## src/design/etr_pkg.sv

```systemverilog
// Package for the email token recognizer: constants, class and phase codes,
// the queue beat type and the code unit classifier shared by the front and back.
// No dependencies.
package etr_pkg;

  // Most dots allowed after the '@' sign.
  localparam int unsigned MAX_DOMAIN_DOTS = 3;
  localparam int unsigned DOT_W = $clog2(MAX_DOMAIN_DOTS + 1);

  // Depth of the queue between the classifier and the matcher.
  localparam int unsigned QUEUE_DEPTH = 2;
  localparam int unsigned QPTR_W = (QUEUE_DEPTH > 1) ? $clog2(QUEUE_DEPTH) : 1;
  localparam int unsigned QCNT_W = $clog2(QUEUE_DEPTH + 1);

  localparam logic [15:0] CH_UPPER_A = 16'h0041;
  localparam logic [15:0] CH_UPPER_Z = 16'h005A;
  localparam logic [15:0] CH_LOWER_A = 16'h0061;
  localparam logic [15:0] CH_LOWER_Z = 16'h007A;
  localparam logic [15:0] CH_CYR_FIRST = 16'h0410;
  localparam logic [15:0] CH_CYR_LAST = 16'h044F;
  localparam logic [15:0] CH_DIGIT_0 = 16'h0030;
  localparam logic [15:0] CH_DIGIT_9 = 16'h0039;
  localparam logic [15:0] CH_DASH = 16'h002D;
  localparam logic [15:0] CH_UNDERSCORE = 16'h005F;
  localparam logic [15:0] CH_DOT = 16'h002E;
  localparam logic [15:0] CH_AT = 16'h0040;

  typedef enum logic [2:0] {
    CL_LABEL,
    CL_UNDERSCORE,
    CL_DOT,
    CL_AT,
    CL_OTHER
  } unit_class_e;

  typedef enum logic [2:0] {
    PH_START,
    PH_LOGIN,
    PH_AT_SEEN,
    PH_FIRST_LABEL,
    PH_AFTER_DOT,
    PH_LATER_LABEL,
    PH_DEAD
  } match_phase_e;

  typedef struct packed {
    unit_class_e cls;
    logic        last;
  } unit_beat_t;

  typedef struct packed {
    logic full;
    logic empty;
  } queue_status_t;

  // Both letter cases fold to the same class, so the ranges are tested directly.
  // The Cyrillic range covers upper and lower case without the two Yo letters.
  function automatic unit_class_e classify_unit(logic [15:0] u);
    unit_class_e cls;
    if ((u >= CH_UPPER_A && u <= CH_UPPER_Z) || (u >= CH_LOWER_A && u <= CH_LOWER_Z) ||
        (u >= CH_CYR_FIRST && u <= CH_CYR_LAST) ||
        (u >= CH_DIGIT_0 && u <= CH_DIGIT_9) || u == CH_DASH) begin
      cls = CL_LABEL;
    end else if (u == CH_UNDERSCORE) begin
      cls = CL_UNDERSCORE;
    end else if (u == CH_DOT) begin
      cls = CL_DOT;
    end else if (u == CH_AT) begin
      cls = CL_AT;
    end else begin
      cls = CL_OTHER;
    end
    return cls;
  endfunction

endpackage

```

## src/design/etr_classify.sv

```systemverilog
// Front end of the email token recognizer: turns a code unit into a class beat.
// Depends on etr_pkg.
module etr_classify (
  input  logic [15:0]        code_unit_i,
  input  logic               last_unit_i,
  output etr_pkg::unit_beat_t beat_o
);
  import etr_pkg::*;

  always_comb begin
    beat_o.cls  = classify_unit(code_unit_i);
    beat_o.last = last_unit_i;
  end

endmodule

```

## src/design/etr_queue.sv

```systemverilog
// Short queue of class beats between the classifier and the matcher.
// Depends on etr_pkg.
module etr_queue (
  input  logic                   clk_i,
  input  logic                   rst_ni,
  input  logic                   push_i,
  input  etr_pkg::unit_beat_t    push_beat_i,
  input  logic                   pop_i,
  output etr_pkg::unit_beat_t    head_beat_o,
  output etr_pkg::queue_status_t status_o
);
  import etr_pkg::*;

  unit_beat_t          mem_q [QUEUE_DEPTH];
  logic [QPTR_W-1:0]   wr_ptr_q, wr_ptr_d;
  logic [QPTR_W-1:0]   rd_ptr_q, rd_ptr_d;
  logic [QCNT_W-1:0]   count_q, count_d;

  always_comb begin
    wr_ptr_d = wr_ptr_q;
    rd_ptr_d = rd_ptr_q;
    count_d  = count_q;
    if (push_i) begin
      wr_ptr_d = (wr_ptr_q == QPTR_W'(QUEUE_DEPTH - 1)) ? '0 : wr_ptr_q + QPTR_W'(1);
    end
    if (pop_i) begin
      rd_ptr_d = (rd_ptr_q == QPTR_W'(QUEUE_DEPTH - 1)) ? '0 : rd_ptr_q + QPTR_W'(1);
    end
    if (push_i && !pop_i) begin
      count_d = count_q + QCNT_W'(1);
    end else if (pop_i && !push_i) begin
      count_d = count_q - QCNT_W'(1);
    end
  end

  always_ff @(posedge clk_i or negedge rst_ni) begin
    if (!rst_ni) begin
      wr_ptr_q <= '0;
      rd_ptr_q <= '0;
      count_q  <= '0;
    end else begin
      wr_ptr_q <= wr_ptr_d;
      rd_ptr_q <= rd_ptr_d;
      count_q  <= count_d;
    end
  end

  always_ff @(posedge clk_i) begin
    if (push_i) begin
      mem_q[wr_ptr_q] <= push_beat_i;
    end
  end

  assign head_beat_o     = mem_q[rd_ptr_q];
  assign status_o.full   = (count_q == QCNT_W'(QUEUE_DEPTH));
  assign status_o.empty  = (count_q == '0);

endmodule

```

## src/design/etr_match.sv

```systemverilog
// Back end of the email token recognizer: the pattern state machine and the
// result register. Depends on etr_pkg.
module etr_match (
  input  logic                clk_i,
  input  logic                rst_ni,
  input  logic                head_valid_i,
  input  etr_pkg::unit_beat_t head_beat_i,
  output logic                pop_o,
  input  logic                out_stall_i,
  output logic                out_valid_o,
  output logic                is_email_o
);
  import etr_pkg::*;

  match_phase_e       phase_q, phase_d, phase_nx;
  logic [DOT_W-1:0]   dot_q, dot_d, dot_nx;
  logic               out_valid_q, out_valid_d;
  logic               is_email_q;
  logic               out_free;
  logic               match_now;
  logic               finish;

  // Transition of the pattern automaton for the beat at the queue head.
  always_comb begin
    phase_nx = PH_DEAD;
    dot_nx   = dot_q;
    case (phase_q)
      PH_START, PH_LOGIN: begin
        if (head_beat_i.cls == CL_LABEL || head_beat_i.cls == CL_UNDERSCORE ||
            head_beat_i.cls == CL_DOT) begin
          phase_nx = PH_LOGIN;
        end else if (head_beat_i.cls == CL_AT && phase_q == PH_LOGIN) begin
          phase_nx = PH_AT_SEEN;
        end
      end
      PH_AT_SEEN: begin
        if (head_beat_i.cls == CL_LABEL) begin
          phase_nx = PH_FIRST_LABEL;
        end
      end
      PH_FIRST_LABEL, PH_LATER_LABEL: begin
        if (head_beat_i.cls == CL_LABEL) begin
          phase_nx = phase_q;
        end else if (head_beat_i.cls == CL_DOT && dot_q < DOT_W'(MAX_DOMAIN_DOTS)) begin
          phase_nx = PH_AFTER_DOT;
          dot_nx   = dot_q + DOT_W'(1);
        end
      end
      PH_AFTER_DOT: begin
        if (head_beat_i.cls == CL_LABEL) begin
          phase_nx = PH_LATER_LABEL;
        end
      end
      default: begin
        phase_nx = PH_DEAD;
      end
    endcase
  end

  // Next state: a token's last beat puts the automaton back at the start.
  always_comb begin
    phase_d     = phase_q;
    dot_d       = dot_q;
    out_valid_d = out_valid_q && out_stall_i;
    if (pop_o) begin
      if (head_beat_i.last) begin
        phase_d     = PH_START;
        dot_d       = '0;
        out_valid_d = 1'b1;
      end else begin
        phase_d = phase_nx;
        dot_d   = dot_nx;
      end
    end
  end

  // Outputs: a beat that ends a token waits until the result register is free.
  always_comb begin
    out_free  = !out_valid_q || !out_stall_i;
    pop_o     = head_valid_i && (!head_beat_i.last || out_free);
    finish    = pop_o && head_beat_i.last;
    match_now = (phase_nx == PH_LATER_LABEL) && (dot_nx >= DOT_W'(1)) &&
                (dot_nx <= DOT_W'(MAX_DOMAIN_DOTS));
  end

  always_ff @(posedge clk_i or negedge rst_ni) begin
    if (!rst_ni) begin
      phase_q     <= PH_START;
      dot_q       <= '0;
      out_valid_q <= 1'b0;
    end else begin
      phase_q     <= phase_d;
      dot_q       <= dot_d;
      out_valid_q <= out_valid_d;
    end
  end

  always_ff @(posedge clk_i) begin
    if (finish) begin
      is_email_q <= match_now;
    end
  end

  assign out_valid_o = out_valid_q;
  assign is_email_o  = is_email_q;

endmodule

```

## src/design/email_token_recognizer.sv

```systemverilog
// Top level of the email token recognizer: classifier, beat queue and matcher.
// Depends on etr_pkg, etr_classify, etr_queue and etr_match.
//
//   Channel  Direction  Handshake              Payload
//   in       input      in_valid_i/in_stall_o    code_unit_i[15:0], last_unit_i
//   out      output     out_valid_o/out_stall_i  is_email_o
//
// One code unit beat is taken per cycle while the queue is not full. A beat is
// classified as it arrives and written into a two-entry queue; the matcher takes
// one queued beat per cycle, holding a last beat while the result is stalled.
// Reset is asynchronous and active low; it empties the queue, puts the matcher at
// the start of a token and drops out_valid_o.
// in_stall_o is high only while the queue is full. A stalled result holds the
// matcher at the next token's last beat; earlier beats keep flowing.
module email_token_recognizer (
  input  logic        clk_i,
  input  logic        rst_ni,
  input  logic        in_valid_i,
  output logic        in_stall_o,
  input  logic [15:0] code_unit_i,
  input  logic        last_unit_i,
  output logic        out_valid_o,
  input  logic        out_stall_i,
  output logic        is_email_o
);
  import etr_pkg::*;

  unit_beat_t    in_beat;
  unit_beat_t    head_beat;
  queue_status_t q_status;
  logic          push;
  logic          pop;

  // Front: the class of each unit is found before it enters the queue, so the
  // matcher only ever sees a small class code and the last-unit flag.
  etr_classify u_classify (
    .code_unit_i (code_unit_i),
    .last_unit_i (last_unit_i),
    .beat_o      (in_beat)
  );

  // A beat is accepted whenever the queue has room; the stall depends on the
  // registered fill level alone.
  assign in_stall_o = q_status.full;
  assign push       = in_valid_i && !q_status.full;

  etr_queue u_queue (
    .clk_i       (clk_i),
    .rst_ni      (rst_ni),
    .push_i      (push),
    .push_beat_i (in_beat),
    .pop_i       (pop),
    .head_beat_o (head_beat),
    .status_o    (q_status)
  );

  // Back: the automaton steps on each popped beat and loads the result register
  // at the end of a token.
  etr_match u_match (
    .clk_i        (clk_i),
    .rst_ni       (rst_ni),
    .head_valid_i (!q_status.empty),
    .head_beat_i  (head_beat),
    .pop_o        (pop),
    .out_stall_i  (out_stall_i),
    .out_valid_o  (out_valid_o),
    .is_email_o   (is_email_o)
  );

`ifndef SYNTHESIS
  // The queue fill level can never read as both full and empty.
  assert property (@(posedge clk_i) disable iff (!rst_ni)
    !(q_status.full && q_status.empty))
    else $error("queue reports full and empty at once");

  // Popping a token's last beat always presents a result in the next cycle.
  assert property (@(posedge clk_i) disable iff (!rst_ni)
    (pop && head_beat.last) |=> out_valid_o)
    else $error("token end popped without a result");

  // A taken result is not repeated unless another token ended in that cycle.
  assert property (@(posedge clk_i) disable iff (!rst_ni)
    (out_valid_o && !out_stall_i && !(pop && head_beat.last)) |=> !out_valid_o)
    else $error("result delivered twice");

  // Nothing is popped from an empty queue.
  assert property (@(posedge clk_i) disable iff (!rst_ni)
    q_status.empty |-> !pop)
    else $error("pop from empty queue");
`endif

endmodule
```

## config.mk

```make
export PLATFORM = sky130hd
export DESIGN_NAME = email_token_recognizer
export DESIGN_NICKNAME = d
export VERILOG_FILES = /design/src/design/etr_pkg.sv /design/src/design/etr_classify.sv /design/src/design/etr_queue.sv /design/src/design/etr_match.sv /design/src/design/email_token_recognizer.sv
export SDC_FILE = /design/constraint.sdc
export NUM_CORES = 1
export LEC_CHECK = 0
export ABC_CLOCK_PERIOD_IN_PS = 4800
export BUFFER_PORTS_ARGS = -buffer_cell sky130_fd_sc_hd__buf_2
export CORE_UTILIZATION = 61
export CTS_BUF_LIST = sky130_fd_sc_hd__clkbuf_4 sky130_fd_sc_hd__clkbuf_8
export DETAILED_ROUTE_END_ITERATION = 7
export PLACE_DENSITY = 0.87
export SLEW_MARGIN = 20
export SYNTH_ARGS = -nofsm -noshare
export SYNTH_HDL_FRONTEND = slang
export SYNTH_SLANG_ARGS = --single-unit
```

## constraint.sdc

```tcl
create_clock -name clk_i -period 4.8 [get_ports clk_i]
set_clock_uncertainty 0.1 [all_clocks]
set_input_delay 0.24 -clock clk_i [delete_from_list [all_inputs] [get_ports clk_i]]
set_output_delay 0.24 -clock clk_i [all_outputs]
set_load 0.02 [all_outputs]
```

==> impl_metrics.csv <==
group,metric,value,unit
status,status,"finished, final reports clean",
logic_synthesis,ys_seq_area_share,41.2,%
logic_synthesis,synth_seq_cells,19,
route,avgRoutedWirePerCell,14.7,microns
cts,cts-buffers-inserted,3,
sta,slew_violations,0,
grt,grt_max_degree,11,
route,drt_iter0_markers,22,
placement,port_buffers,23,
worst_setup_path,max_stage_delay,0.60,ns
floorplan,ioPinCount,24,
sta,tns,0,ns
floorplan,dieArea,0.00226,sq mm
worst_setup_path,cp-start-kind,"flop",
flow_run,maxCapViolations,0,
logic_synthesis,synth_flop_cell,"dfrtp_1",
logic_synthesis,synth-edff-count,9,
sta,fmax,446,MHz
logic_synthesis,synthCells,124,
worst_setup_path,crit_buf_inv,1,
finish,layout.nets,172,
grt,grt_remaining_overflow,0,
cts,cts_buffer_depth,2,
hold_path,worst_hold_path_type,"in -> reg",
logic_synthesis,syn_nets,147,
logic_synthesis,synth_compound_area_share,23.0,%
sta,hold_ws,0.0353,ns
logic_synthesis,synth-simple-area-share,19.1,%
cts,cts_tree,"built",
worst_setup_path,cp_max_fo,9,
sta,period_needed,2.24,ns
worst_setup_path,r2r_end,"u_queue.count_q[1]$_DFFE_PN0P_",
finish,final_common_cell,"buf_2",
worst_setup_path,end_kind,"flop",
route,drc,0,
worst_setup_path,r2r_setup_slack,2.56,ns
cts,insertion_delay,0.29,ns
sta,period_share,46.7,%
sta,setup_viol,0,
grt,grt_pass1_vias,941,
floorplan,start_util,64.4,%
logic_synthesis,yosysTopAreaCell,"edfxtp_1",
grt,antenna_found_initial,0,
grt,grt_use_total,25.7,%
finish,area_delta_synth_final,13.0,%
logic_synthesis,synth_top_cells_by_area,"edfxtp_1, dfrtp_1, a2111oi_4",
logic_synthesis,async_flop_share,52.6,%
logic_synthesis,synth.mux.area_fraction,6.83,%
logic_synthesis,synth_xor_area_share,4.16,%
worst_setup_path,path_cells,"mux2_2 -> o21ai_1 -> inv_1 -> ha_1 -> nor2_1 -> xor2_1",
finish,diodes,0,
worst_setup_path,slowest_stage,"dfrtp_1",
sta,hold_viol_final,0,
worst_setup_path,setup.worst_path.end,"u_queue.count_q[1]$_DFFE_PN0P_",
logic_synthesis,synth_top_family_by_area,"compound AO/OA/AOI/OAI gates",
worst_setup_path,reg2reg_depth,6,
worst_setup_path,cp_data_required_time,4.91,ns
placement,gp_congestion,0.836,
finish,final_cell_mix,"buf_2, dfrtp_1, edfxtp_1",
floorplan,die_w,47.5,microns
logic_synthesis,netlist_area,0.00126,sq mm
cts,cts_resized,0,
worst_setup_path,crit_arrival,2.35,ns
logic_synthesis,synth-adder-area-share,1.98,%
logic_synthesis,synth_cell_type_count,47,
logic_synthesis,ys_warn_count,0,
power,leakage,0.564,nW
worst_setup_path,rr_startpoint,"u_queue.rd_ptr_q$_DFFE_PN0P_",
finish,drive_gt1_share,23.6,%
worst_setup_path,crit_type,"reg -> reg",
route,viasPerCell,6.26,
cts,cts-root-buf,"clkbuf_4",
worst_setup_path,worstSetupStartpoint,"u_queue.rd_ptr_q$_DFFE_PN0P_",
grt,grt_pass1_wl,3.95,mm
finish,fillers,157,
route,drt_pass1_iterations,4,
floorplan,rows,16,
power,ir_worst_vdd,357,uV
cts,clk_pin_slew,0.11,ns
floorplan,die_h,47.5,microns
worst_setup_path,crit_cells,6,
sta,slew_headroom,66.2,%
route,drt-total-wl,2.58,mm
route,vias,1096,
floorplan,core_area,0.00196,sq mm
logic_synthesis,synth.avg_cell_area,10.2,sq um
power,power_density,522,mW/mm^2
placement,place_hpwl,2.00,mm
sta,tightest_slew,0.500,ns
worst_setup_path,cp_top_family,"flip-flops",
logic_synthesis,yosys.area.top_type_share,21.4,%
route,ant_nets,0,
finish,fin_util,72.8,%
cts,htreeDepth,1,
cts,clock_sinks,19,
sta,rsz0062_at_grt,"no",
[layout make-up]
class / count / area [sq um] / area share (%)
sequential: 19 / 520 / 36.5
clock buffer: 4 / 30.0 / 2.10
timing repair buffer: 24 / 125 / 8.76
multi-input combinational: 95 / 696 / 48.7
tap: 27 / 33.8 / 2.37
inverter: 6 / 22.5 / 1.58
[sequential cells by signal (all words and copies together), names as in the netlist]
signal,cells
u_match.out_valid_o,1
u_queue.mem_q,8
u_match.dot_q,2
u_queue.count_q,2
u_match.phase_q,3
u_queue.rd_ptr_q,1
u_match.is_email_o,1
u_queue.wr_ptr_q,1
[kinds of logic after synthesis]
group                    count (synthesis)
AO/OA/AOI/OAI                           38
XOR/XNOR                                 6
adder cells (fa/ha/maj)                  2
buffers and inverters                   10
flip-flops                              19
multiplexers                             7
AND/OR/NAND/NOR                         42
[worst min path at each step]
stage                           start  cells after the start                        endpoint  slack [ns]
after floorplan                rst_ni                      0    u_match.dot_q[0]$_DFFE_PN0P_       -0.16
after CTS                 last_unit_i                      1   u_queue.mem_q[1][0]$_DFFE_PP_        0.03
after detailed placement       rst_ni                      1  u_queue.count_q[0]$_DFFE_PN0P_        0.02
after global routing      last_unit_i                      1   u_queue.mem_q[0][0]$_DFFE_PP_        0.02
after global placement         rst_ni                      1   u_match.out_valid_o$_DFF_PN0_        0.01
final                     last_unit_i                      1   u_queue.mem_q[0][0]$_DFFE_PP_        0.04
[metal layers]
metal	GRT usage [%]	vias to the layer above	routed length, microns
met4	9.71	0	41
met3	6.04	4	132
met1	28.1	512	1080
met5	0	-	0
met2	47.7	44	1330
li1	-	536	-
[where the power goes]
group | switching (mW) | internal (mW) | leakage [nW] | total [mW]
clock | 0.0488 | 0.0379 | 0.0184 | 0.0867
combinational | 0.196 | 0.154 | 0.340 | 0.350
sequential | 0.0794 | 0.229 | 0.205 | 0.308
total | 0.324 | 0.421 | 0.564 | 0.745
[what timing repair did]
| item | in CTS | in global routing |
|---|---|---|
| setup endpoints to repair | 0 | 0 |
| setup buffers | 0 | 0 |
| endpoints found under the hold margin | 10 | 0 |
| hold buffers | 1 | 0 |
[through the flow]
stage	power, mW	worst slack, ns	instance area [sq um]	cells
4_1_cts	0.744	2.55	1430	175
3_5_place_dp	0.656	2.60	1390	170
6_report	0.745	2.56	1430	175
5_1_grt	0.799	2.46	1430	175
2_1_floorplan	0.584	2.87	1260	124
3_3_place_gp	0.637	2.75	1390	170
[worst register-to-register path, stage by stage (launching register included)]
cell     delay (ns)
dfrtp_1        0.60
mux2_2         0.43
o21ai_1        0.26
inv_1          0.12
ha_1           0.32
nor2_1         0.14
xor2_1         0.20
[Yosys cell counts (all sizes together), types with 4 or more instances]
| master | instances |
|---|---|
| mux2 | 4 |
| a21oi | 7 |
| o21ai | 8 |
| edfxtp | 9 |
| nor2 | 8 |
| o31ai | 4 |
| nand2 | 8 |
| dfrtp | 10 |
| inv | 6 |
| nor4 | 4 |
Note: power is estimated with default switching activity, not from simulation.
